===== config.mk =====
export PLATFORM = sky130hd
export DESIGN_NAME = ordered_list_store_unit
export DESIGN_NICKNAME = d
export VERILOG_FILES = /design/src/rtl/ols_pkg.sv /design/src/rtl/ordered_list_store_unit.sv
export VERILOG_INCLUDE_DIRS = /design/src /design/src/rtl
export SDC_FILE = /design/constraint.sdc
export NUM_CORES = 1
export LEC_CHECK = 0
export ABC_AREA = 1
export BUFFER_PORTS_ARGS = -buffer_cell sky130_fd_sc_hd__buf_2
export CORE_MARGIN = 5
export CORE_UTILIZATION = 45
export DETAILED_ROUTE_END_ITERATION = 7
export PLACE_DENSITY_LB_ADDON = 0.2
export SLEW_MARGIN = 20
export SYNTH_ARGS = -nofsm -noshare
export SYNTH_HDL_FRONTEND = slang
export SYNTH_SLANG_ARGS = --single-unit

===== constraint.sdc =====
create_clock -name clk -period 6 [get_ports clk]
set_input_delay 0.6 -clock clk [delete_from_list [all_inputs] [get_ports clk]]
set_output_delay 0.6 -clock clk [all_outputs]
set_load 0.05 [all_outputs]

===== src/rtl/ordered_list_store_unit_macros.svh =====
// Assertion macros for the ordered list store.
// Expects clk and rst in scope at the point of use; no other dependencies.
`ifndef ORDERED_LIST_STORE_UNIT_MACROS_SVH
`define ORDERED_LIST_STORE_UNIT_MACROS_SVH
`ifndef NO_ASSERTIONS
`define OLS_ASSERT_IMP(label, ante, cons) \
  label: assert property (@(posedge clk) disable iff (rst) (ante) |-> (cons)) \
    else $error("ordered list store: same-cycle check failed");
`define OLS_ASSERT_NXT(label, ante, cons) \
  label: assert property (@(posedge clk) disable iff (rst) (ante) |=> (cons)) \
    else $error("ordered list store: next-cycle check failed");
`else
`define OLS_ASSERT_IMP(label, ante, cons)
`define OLS_ASSERT_NXT(label, ante, cons)
`endif
`endif


===== src/rtl/ols_pkg.sv =====
// Shared types and constants for the ordered list store.
// No dependencies.
package ols_pkg;

  localparam int CAPACITY_DEF = 16;
  localparam int VALUE_W      = 32;
  localparam int LEN_W        = 5;

  typedef enum logic [1:0] {
    REQ_APPEND,
    REQ_PREPEND,
    REQ_DELETE,
    REQ_SEARCH
  } req_t;

  typedef enum logic [2:0] {
    ST_IDLE,
    ST_ALLOC,
    ST_TAIL_LINK,
    ST_WALK,
    ST_RELEASE,
    ST_DONE
  } state_t;

endpackage


===== src/rtl/ordered_list_store_unit.sv =====
// Ordered list store: bounded singly linked list of signed 32-bit values.
// Depends on ols_pkg and ordered_list_store_unit_macros.svh.
//
// Usage
// - Request channel (in_valid/in_ready, req_type, value): one beat is one
//   request: append at tail, insert at head, delete first match, search.
// - Result channel (out_valid/out_ready, hit, refused, list_length): exactly
//   one beat per request, in request order.
// - Nodes live in two single-port-write, registered-read memories (values and
//   links). Freed nodes are chained into a free list through the link memory;
//   never-used nodes are handed out by a fill counter, so no clearing pass.
// - Path from accept to result valid: insert at head goes through ALLOC and
//   DONE; append adds TAIL_LINK to patch the old tail link when the list is
//   not empty; a full-list insert goes straight to DONE. Delete/search walk
//   the list in WALK, then RELEASE for a removal; the walk is set by one
//   link-memory read per node, each read address taken from the last read.
// - One request is in work at a time; a new request is accepted as soon as
//   the previous one has reached the output register.
// - Reset (synchronous, rst high): list empty, free list empty, fill count 0,
//   output register empty. Memory contents are left as they are.
// - Receiver stall: the result holds in the output register; the next request
//   is still accepted and worked, then waits in its done state until the
//   output register frees up.
`include "ordered_list_store_unit_macros.svh"

module ordered_list_store_unit #(
  parameter int CAPACITY = ols_pkg::CAPACITY_DEF
) (
  input  logic                               clk,
  input  logic                               rst,
  input  logic                               in_valid,
  output logic                               in_ready,
  input  logic [1:0]                         req_type,
  input  logic signed [ols_pkg::VALUE_W-1:0] value,
  output logic                               out_valid,
  input  logic                               out_ready,
  output logic                               hit,
  output logic                               refused,
  output logic [ols_pkg::LEN_W-1:0]          list_length
);

  localparam int AW = $clog2(CAPACITY);          // memory address bits
  localparam int IW = $clog2(CAPACITY + 1);      // node index incl. null
  localparam logic [IW-1:0] NULL_IDX = IW'(CAPACITY);

  // node memories
  logic [ols_pkg::VALUE_W-1:0] value_mem [CAPACITY];
  logic [IW-1:0]               link_mem  [CAPACITY];

  logic                        rd_en;
  logic [AW-1:0]               rd_addr;
  logic [ols_pkg::VALUE_W-1:0] rd_value;
  logic [IW-1:0]               rd_link;

  logic                        wr_link_en;
  logic                        wr_value_en;
  logic [AW-1:0]               wr_addr;
  logic [IW-1:0]               wr_link;

  // control and list state
  ols_pkg::state_t state, state_next;
  ols_pkg::req_t   req, req_next;
  logic [ols_pkg::VALUE_W-1:0] val, val_next;
  logic [IW-1:0] head, head_next;
  logic [IW-1:0] tail, tail_next;
  logic [IW-1:0] free_head, free_head_next;
  logic [IW-1:0] fill, fill_next;
  logic [IW-1:0] count, count_next;
  logic [IW-1:0] cur, cur_next;
  logic [IW-1:0] prev, prev_next;
  logic          res_hit, res_hit_next;
  logic          res_refused, res_refused_next;
  logic          out_load;

  logic [IW-1:0] nxt;
  logic [IW-1:0] slot;
  logic          match;
  ols_pkg::req_t in_req;

  assign in_req   = ols_pkg::req_t'(req_type);
  assign in_ready = (state == ols_pkg::ST_IDLE);
  assign nxt      = (rd_link >= NULL_IDX) ? NULL_IDX : rd_link;
  assign match    = (rd_value == val);
  assign slot     = (free_head != NULL_IDX) ? free_head : fill;

  always_comb begin
    state_next       = state;
    req_next         = req;
    val_next         = val;
    head_next        = head;
    tail_next        = tail;
    free_head_next   = free_head;
    fill_next        = fill;
    count_next       = count;
    cur_next         = cur;
    prev_next        = prev;
    res_hit_next     = res_hit;
    res_refused_next = res_refused;
    rd_en            = 1'b0;
    rd_addr          = head[AW-1:0];
    wr_link_en       = 1'b0;
    wr_value_en      = 1'b0;
    wr_addr          = cur[AW-1:0];
    wr_link          = NULL_IDX;
    out_load         = 1'b0;

    case (state)
      ols_pkg::ST_IDLE: begin
        if (in_valid) begin
          req_next         = in_req;
          val_next         = value;
          res_hit_next     = 1'b0;
          res_refused_next = 1'b0;
          if (in_req == ols_pkg::REQ_APPEND || in_req == ols_pkg::REQ_PREPEND) begin
            if (count == NULL_IDX) begin
              res_refused_next = 1'b1;
              state_next       = ols_pkg::ST_DONE;
            end else begin
              // fetch the link of the free-list head, popped next cycle
              rd_en      = (free_head != NULL_IDX);
              rd_addr    = free_head[AW-1:0];
              state_next = ols_pkg::ST_ALLOC;
            end
          end else if (head == NULL_IDX) begin
            state_next = ols_pkg::ST_DONE;
          end else begin
            rd_en      = 1'b1;
            rd_addr    = head[AW-1:0];
            cur_next   = head;
            prev_next  = NULL_IDX;
            state_next = ols_pkg::ST_WALK;
          end
        end
      end

      ols_pkg::ST_ALLOC: begin
        if (free_head != NULL_IDX) begin
          free_head_next = nxt;
        end else begin
          fill_next = fill + 1'b1;
        end
        wr_value_en = 1'b1;
        wr_link_en  = 1'b1;
        wr_addr     = slot[AW-1:0];
        count_next  = count + 1'b1;
        if (req == ols_pkg::REQ_PREPEND) begin
          wr_link    = head;
          head_next  = slot;
          if (head == NULL_IDX) begin
            tail_next = slot;
          end
          state_next = ols_pkg::ST_DONE;
        end else if (head == NULL_IDX) begin
          wr_link    = NULL_IDX;
          head_next  = slot;
          tail_next  = slot;
          state_next = ols_pkg::ST_DONE;
        end else begin
          wr_link    = NULL_IDX;
          cur_next   = slot;
          state_next = ols_pkg::ST_TAIL_LINK;
        end
      end

      ols_pkg::ST_TAIL_LINK: begin
        wr_link_en = 1'b1;
        wr_addr    = tail[AW-1:0];
        wr_link    = cur;
        tail_next  = cur;
        state_next = ols_pkg::ST_DONE;
      end

      ols_pkg::ST_WALK: begin
        // rd_value/rd_link hold node cur
        if (match) begin
          res_hit_next = 1'b1;
          if (req == ols_pkg::REQ_DELETE) begin
            if (prev == NULL_IDX) begin
              head_next = nxt;
            end else begin
              wr_link_en = 1'b1;
              wr_addr    = prev[AW-1:0];
              wr_link    = nxt;
            end
            if (cur == tail) begin
              tail_next = prev;
            end
            state_next = ols_pkg::ST_RELEASE;
          end else begin
            state_next = ols_pkg::ST_DONE;
          end
        end else if (nxt == NULL_IDX) begin
          state_next = ols_pkg::ST_DONE;
        end else begin
          rd_en     = 1'b1;
          rd_addr   = nxt[AW-1:0];
          prev_next = cur;
          cur_next  = nxt;
        end
      end

      ols_pkg::ST_RELEASE: begin
        // push the removed node onto the free list
        wr_link_en     = 1'b1;
        wr_addr        = cur[AW-1:0];
        wr_link        = free_head;
        free_head_next = cur;
        count_next     = count - 1'b1;
        state_next     = ols_pkg::ST_DONE;
      end

      ols_pkg::ST_DONE: begin
        if (!out_valid || out_ready) begin
          out_load   = 1'b1;
          state_next = ols_pkg::ST_IDLE;
        end
      end

      default: begin
        state_next = ols_pkg::ST_IDLE;
      end
    endcase
  end

  always_ff @(posedge clk) begin
    if (rst) begin
      state     <= ols_pkg::ST_IDLE;
      head      <= NULL_IDX;
      free_head <= NULL_IDX;
      fill      <= '0;
      count     <= '0;
    end else begin
      state     <= state_next;
      head      <= head_next;
      free_head <= free_head_next;
      fill      <= fill_next;
      count     <= count_next;
    end
  end

  // payload registers, no reset
  always_ff @(posedge clk) begin
    req         <= req_next;
    val         <= val_next;
    tail        <= tail_next;
    cur         <= cur_next;
    prev        <= prev_next;
    res_hit     <= res_hit_next;
    res_refused <= res_refused_next;
  end

  // output register
  always_ff @(posedge clk) begin
    if (rst) begin
      out_valid <= 1'b0;
    end else if (out_load) begin
      out_valid <= 1'b1;
    end else if (out_ready) begin
      out_valid <= 1'b0;
    end
  end

  always_ff @(posedge clk) begin
    if (out_load) begin
      hit         <= res_hit;
      refused     <= res_refused;
      list_length <= ols_pkg::LEN_W'(count);
    end
  end

  // node memories: one write, one registered read per cycle
  always_ff @(posedge clk) begin
    if (wr_value_en) begin
      value_mem[wr_addr] <= val;
    end
    if (wr_link_en) begin
      link_mem[wr_addr] <= wr_link;
    end
    if (rd_en) begin
      rd_value <= value_mem[rd_addr];
      rd_link  <= link_mem[rd_addr];
    end
  end

  `OLS_ASSERT_IMP(a_count_bound, 1'b1, count <= NULL_IDX)
  // when a node is removed, head moves on leaving WALK and the count drops only on leaving RELEASE
  `OLS_ASSERT_IMP(a_empty_head, state != ols_pkg::ST_RELEASE, (count == '0) == (head == NULL_IDX))
  `OLS_ASSERT_IMP(a_count_le_fill, 1'b1, count <= fill)
  `OLS_ASSERT_IMP(a_refuse_full, out_load && res_refused, count == NULL_IDX)
  `OLS_ASSERT_NXT(a_release_shrinks, state == ols_pkg::ST_RELEASE,
                  count == $past(count) - 1'b1)

endmodule

* Word level (Yosys, flattened, before mapping)
Memory sizes are Yosys's and may differ from the RTL's. A register that Yosys moved wholly into a read port is not among the register bits.
Cells that the tools add are included.
** Storage, ports and cells
- Memories kept :: 2
- Word-level logic and storage cells :: 155
- Register bits after elaboration :: 82
- Memory bits (writable) :: 592
** Memories
- value_mem :: words 16, width 32, read ports 1, clocked after memory_dff 1, wr ports 1, line ordered_list_store_unit.sv:47 : logic [ols_pkg::VALUE_W-1:0] value_mem [CAPACITY];
- link_mem :: words 16, width 5, read ports 1, clocked after memory_dff 1, wr ports 1, line ordered_list_store_unit.sv:48 : logic [IW-1:0] link_mem [CAPACITY];
** Cells by class
- Multiplexer cells :: 79
- Bitwise logic cells :: 1
- Equal/unequal tests :: 31
- Magnitude comparators :: 1
- Reduce and logical (&&, ||, !) cells :: 22
- Add/subtract/negate cells :: 3
** Operator list (count)
- 5-bit 2-to-1 mux :: 27
- 5-bit case mux with 2 select lines :: 4
- 32-bit equality test :: 1
- 4-bit 2-to-1 mux :: 8
- 5-bit case mux with 3 select lines :: 2
- 2-bit inequality test, second input constant :: 14
- 3-bit 2-to-1 mux :: 9
- 1-bit 2-to-1 mux :: 22
- 5-bit equality test, second input constant :: 4
- 5-bit case mux with 4 select lines :: 1
- 3-bit case mux with 5 select lines :: 1
- 4-bit case mux with 3 select lines :: 1
- 5-bit by 1-bit adder with 5-bit output, second input constant :: 2
- 5-bit AND reduction :: 2
- 4-bit case mux with 2 select lines :: 1
- 8-bit AND reduction :: 1
- 2-bit nonzero test :: 4
- 3-bit by 2-bit equality test with 1-bit output, second input constant :: 2
- 3-bit equality test, second input constant :: 2
- 3-bit inequality test, second input constant :: 2
- 1-bit case mux with 2 select lines :: 3
- 2-bit AND reduction :: 3
- 3-bit AND reduction :: 2
- 6-bit AND reduction :: 1
- other kinds (15) :: 18

* Logic depth before layout (Yosys ltp)
- Depth in word-level cells :: 7
- Mapped depth :: 18
- Depth with buffers taken out :: 17

* Worst setup path after synthesis
No wires, ideal clock.
- Path kind :: reg2reg
- Start point :: reg state[1]
- End point :: reg rd_link[0] (read register of link_mem), enable pin
- Clock period less this slack :: 4.971 ns
- Cell stages (with the launch flop) :: 8
- Path buffers :: 0
- Required time :: 5.517 ns
- Setup slack :: 1.029 ns
- Library setup time :: 0.483 ns
- Arrival time :: 4.489 ns
- Cells stage by stage :: dfxtp_1 > nor2_2 > inv_2 > nor2_8 > nand2_2 > inv_1 > o21ai_0 > o21ai_0
** On the way
- Cells in the longest elaborated chain, start to end :: 2
** Ends and longest elaborated chain
- start: declaration :: line ordered_list_store_unit.sv:61 : ols_pkg::state_t state, state_next;
- start signal: assignment :: line ordered_list_store_unit.sv:227 : state <= ols_pkg::ST_IDLE;
- start signal: assignment :: line ordered_list_store_unit.sv:233 : state <= state_next;
- 3-bit zero test
- named net in_ready :: line ordered_list_store_unit.sv:32 : output logic in_ready,
- 1-bit case mux with 2 select lines :: line ordered_list_store_unit.sv:107 : case (state)
- named net rd_en :: line ordered_list_store_unit.sv:50 : logic rd_en;
- end: declaration :: line ordered_list_store_unit.sv:53 : logic [IW-1:0] rd_link;
The timed path passes the listed nets, and every way through them passes these cells.
A chain may end at the register's enable or synchronous reset.

* Worst setup path in the final report
- Start point :: reg val[12] (netlist bit)
- End point :: mem value_mem[5][24] (netlist bit), enable pin
** On the way
- Cells in the longest elaborated chain, start to end :: 3
** Ends and longest elaborated chain
- start: declaration :: line ordered_list_store_unit.sv:63 : logic [ols_pkg::VALUE_W-1:0] val, val_next;
- start signal: assignment :: line ordered_list_store_unit.sv:244 : val <= val_next;
- 32-bit equality test :: line ordered_list_store_unit.sv:83 : assign match = (rd_value == val);
- 4-bit 2-to-1 mux :: line ordered_list_store_unit.sv:175 : if (match) begin
- 4-bit case mux with 3 select lines :: line ordered_list_store_unit.sv:107
- end: declaration :: line ordered_list_store_unit.sv:47
Every way passes these cells.

==> results.md <==
- Worst-case headroom to the max-slew limit: around 7.5%
- Site row count: between 90 and 100
- Setup TNS: 0 ps
- Design area: approximately 36,000 sq um
- Synth Flop Type: edfxtp_1
- P&R area growth vs syn: 12.19%
- Total Wirelength: 88,310 microns
- Total GRT Usage: ~22%
- Root buffer cell: clkbuf_16
- Clock slew at reported path FFs: about 70 ps
- Placed Cells: 3,969
- Grt total ovfl: 0
- Vias in the first global route: approximately 22,000
- Period minus WS final: 4547 ps
- DRC errors left: 0
- Logic pwr share: 35.3%
- Top-count cell post-synth: edfxtp_1
- Max Cap Viol: 0
- Total number of H-tree levels: 3
- CTS Sinks: around 700
- Dpl hpwl: roughly 47,000 microns
- Syn Area/Cell: roughly 10 sq um
- Top-area cell type share of the netlist area: about 64%
- 1st-pass router iterations: 5
- Layout cells sized above 1: between 8 and 9%
- Worst Max-Slew Pin Slew: about 1400 ps
- Area of the multi-input gates: between 7000 and 8000 sq um
- Post-CTS Setup Inserts: 0
- Slew Limit Fails: 0
- EDFF count, synth: between 600 and 700
- Critical Path RT: roughly 6300 ps
- Crit Reg-Reg Startpoint: val[12]
- Final setup fails: 0
- Highest clock rate: roughly 220 MHz
- CP Launch Type: register
- Synth top cells by count: edfxtp_1, inv_1, nand3_1
- Area post-placement: roughly 34,000 sq um
- Initial core utilization: 45.22%
- DRT antenna net count: 0
- Final net count: ~3,100
- Initial drt markers: 2,232
- Ant. Diodes: 0
- Sequential power share: between 30 and 40%
- Leakage: between 0.01 and 0.015 uW
- Pwr/cell area: around 500 nW/um^2
- Clock Latency Late Sink: about 630 ps
- Run status: completed
- Distinct cells, synth: 42
- Min-delay worst type: primary input to register
- First-pass GRT wire length: about 130,000 microns
- Hold buffers post-CTS: 0
- Crit path max-delay cell type: edfxtp_1
- Die span in x: 277.8 microns
- Reg2reg path depth: 17
- Worst-path cell chain: nand2_1 > nand2_1 > nand2_1 > nor2_1 > nand2_1 > nor2_1 > nand2_1 > nor2_2 > nand2_2 > nor2_1 > nand2_1 > nand2_1 > nor2_1 > nor2_1 > nand2_1 > nor2_4 > buf_12
- Int Power: approximately 11,000 uW
- Ports: 47
- Setup slack, reg-to-reg: around 1500 ps
- Initial antenna violation count: 1
- Final GP Congestion: slightly below 0.9
- Hold Path Sink: val[29]
- Clock share of power: 26.0%
- Fin cells: a little over 4,000
- Post-synth top area cell: edfxtp_1
- Crit end category: register
- CTS resizes: 0
- Seq/Total Area, Yosys: between 60% and 70%
- Unrepaired setup endpoints after global routing: no
- Most frequent CP cell: nand2_1
- Proportion of total power due to net switching: a little under two fifths
- Fin crit share: 75.78%
- Post-DR wirelength/cell: 21.53 microns
- Maximum root-to-sink buffer count: 3
- TritonCTS Buffers: approximately 80
- Yosys reg bits: ~710
- TritonCTS clock tree: built
- Largest net degree at the start of global routing: ~220
- Die H: approximately 280 microns
- Psw: approximately 7000 uW
- Core area: ~71,000 sq um
- Setup CP Type: register to register
- Hold path depth: 1
- HP Start: value[29]
- Crit-path max FO: 18
- Layout filler cell count: between 6,000 and 7,000
- Reg-to-reg endpoint: value_mem[5][24]
- Peak supply drop: between 0.4 and 0.5 mV
- Final Skew: 39.54 ps
- Synth area leaders: edfxtp_1, nand3_1, inv_1
- Ys async rst share: 0%
- Final hold violations: 0
- Die ar.: a little under 80,000 sq um
- Vias: ~23,000
- FF+latch area: approximately 21,000 sq um
- Mapped Area: ~32,000 sq um
- Peak per-stage delay on the critical path: between 800 and 900 ps
- Vias/cell: between 5 and 6
- Yosys warns: 0
- Synthesized net count: roughly 3,200
- Critical Path AT: between 4000 and 5000 ps
- Mapped Cells: about 3,100
- Port Buf Inserts: 46
worst max-delay path, delay by kind of cell (launching register included):
family                 cells  cell delay [ps]
and+or+nand+nor           16             3110
buffers and inverters      1              270
DFF                        1              820
flip-flops by register name, indices dropped and copies added (netlist names), 32 cells and up:
signal and cells:
rd_value 32, val 32, link_mem 80, value_mem 512
cell usage in the layout (no fill, tap or decap), drive strengths merged, types with 2 or more instances in the layout:
master,netlist,final
o22ai,2,2
bufinv,0,9
dfxtp,24,24
o211ai,6,6
a211oi,10,10
and2,2,2
edfxtp,687,687
nand2,465,465
buf,124,104
o2111ai,3,3
xnor2,26,26
o221ai,8,8
nand4,301,301
inv,661,662
nor2,99,99
a31oi,2,2
nor3,8,8
or2,3,3
nand3,536,536
ha,4,4
clkbuf,69,98
xor2,2,2
o21ai,33,33
a21oi,26,26
clkinv,1,25
cell type report:
| class | instances | area share (%) |
|---|---|---|
| clock inverters | 34 | 1.130 |
| inverters | 662 | 6.871 |
| well taps | 950 | 3.283 |
| clock buffers | 98 | 5.775 |
| multi-input cells | 1542 | 22.05 |
| repair buffers | 104 | 2.582 |
| flip-flops and latches | 711 | 58.31 |
kinds of logic after synthesis:
| group | after synthesis | share of synthesized area (%) |
|---|---|---|
| compound gates | 93 | 1.768 |
| xor+xnor | 28 | 0.7600 |
| simple gates | 1416 | 21.26 |
| flops | 711 | 65.42 |
| buf+inv | 855 | 10.58 |
| fa+ha+maj | 5 | 0.2171 |
metal layers:
| metal | vias to the layer above | part of all wire (%) | track usage [%] |
|---|---|---|---|
| met4 | 2 | 3.0 | 7.658 |
| met2 | 982 | 46 | 35.24 |
| li1 | 10555 | - | - |
| met3 | 182 | 7.9 | 3.855 |
| met5 | - | 0.015 | 0 |
| met1 | 11091 | 43 | 31.56 |
worst max-delay path by stage:
stage	start	end	slack (ps)	cells after the start
global route	val[11]	value_mem[5][24]	1200	16
CTS	val[16]	value_mem[13][21]	1440	15
global placement	val[16]	value_mem[1][15]	1370	13
finish	val[12]	value_mem[5][24]	1450	17
detailed placement	val[16]	value_mem[13][30]	1450	15
floorplan	state[1]	rd_link[0]	1030	7
metrics by stage:
stage	hold WS (ps)	setup slack [ps]	util, %	power, uW
6_report	148.7	1453	50.73	18310
5_1_grt	129.3	1201	50.73	19300
4_1_cts	115.9	1438	50.73	18370
3_5_place_dp	404.5	1451	47.23	13590
3_3_place_gp	404.6	1372	47.08	13510
2_1_floorplan	400.3	1029	-	11340
power groups by stage:
stage               Clock, uW  Sequential, uW  Combinational (uW)
floorplan                   0            7090                4250
global placement            0            7160                6350
finish                   4760            7080                6460
global route             5060            7150                7090
detailed placement          0            7180                6420
CTS                      4850            7080                6450
Power figures use the tool's default switching activity.
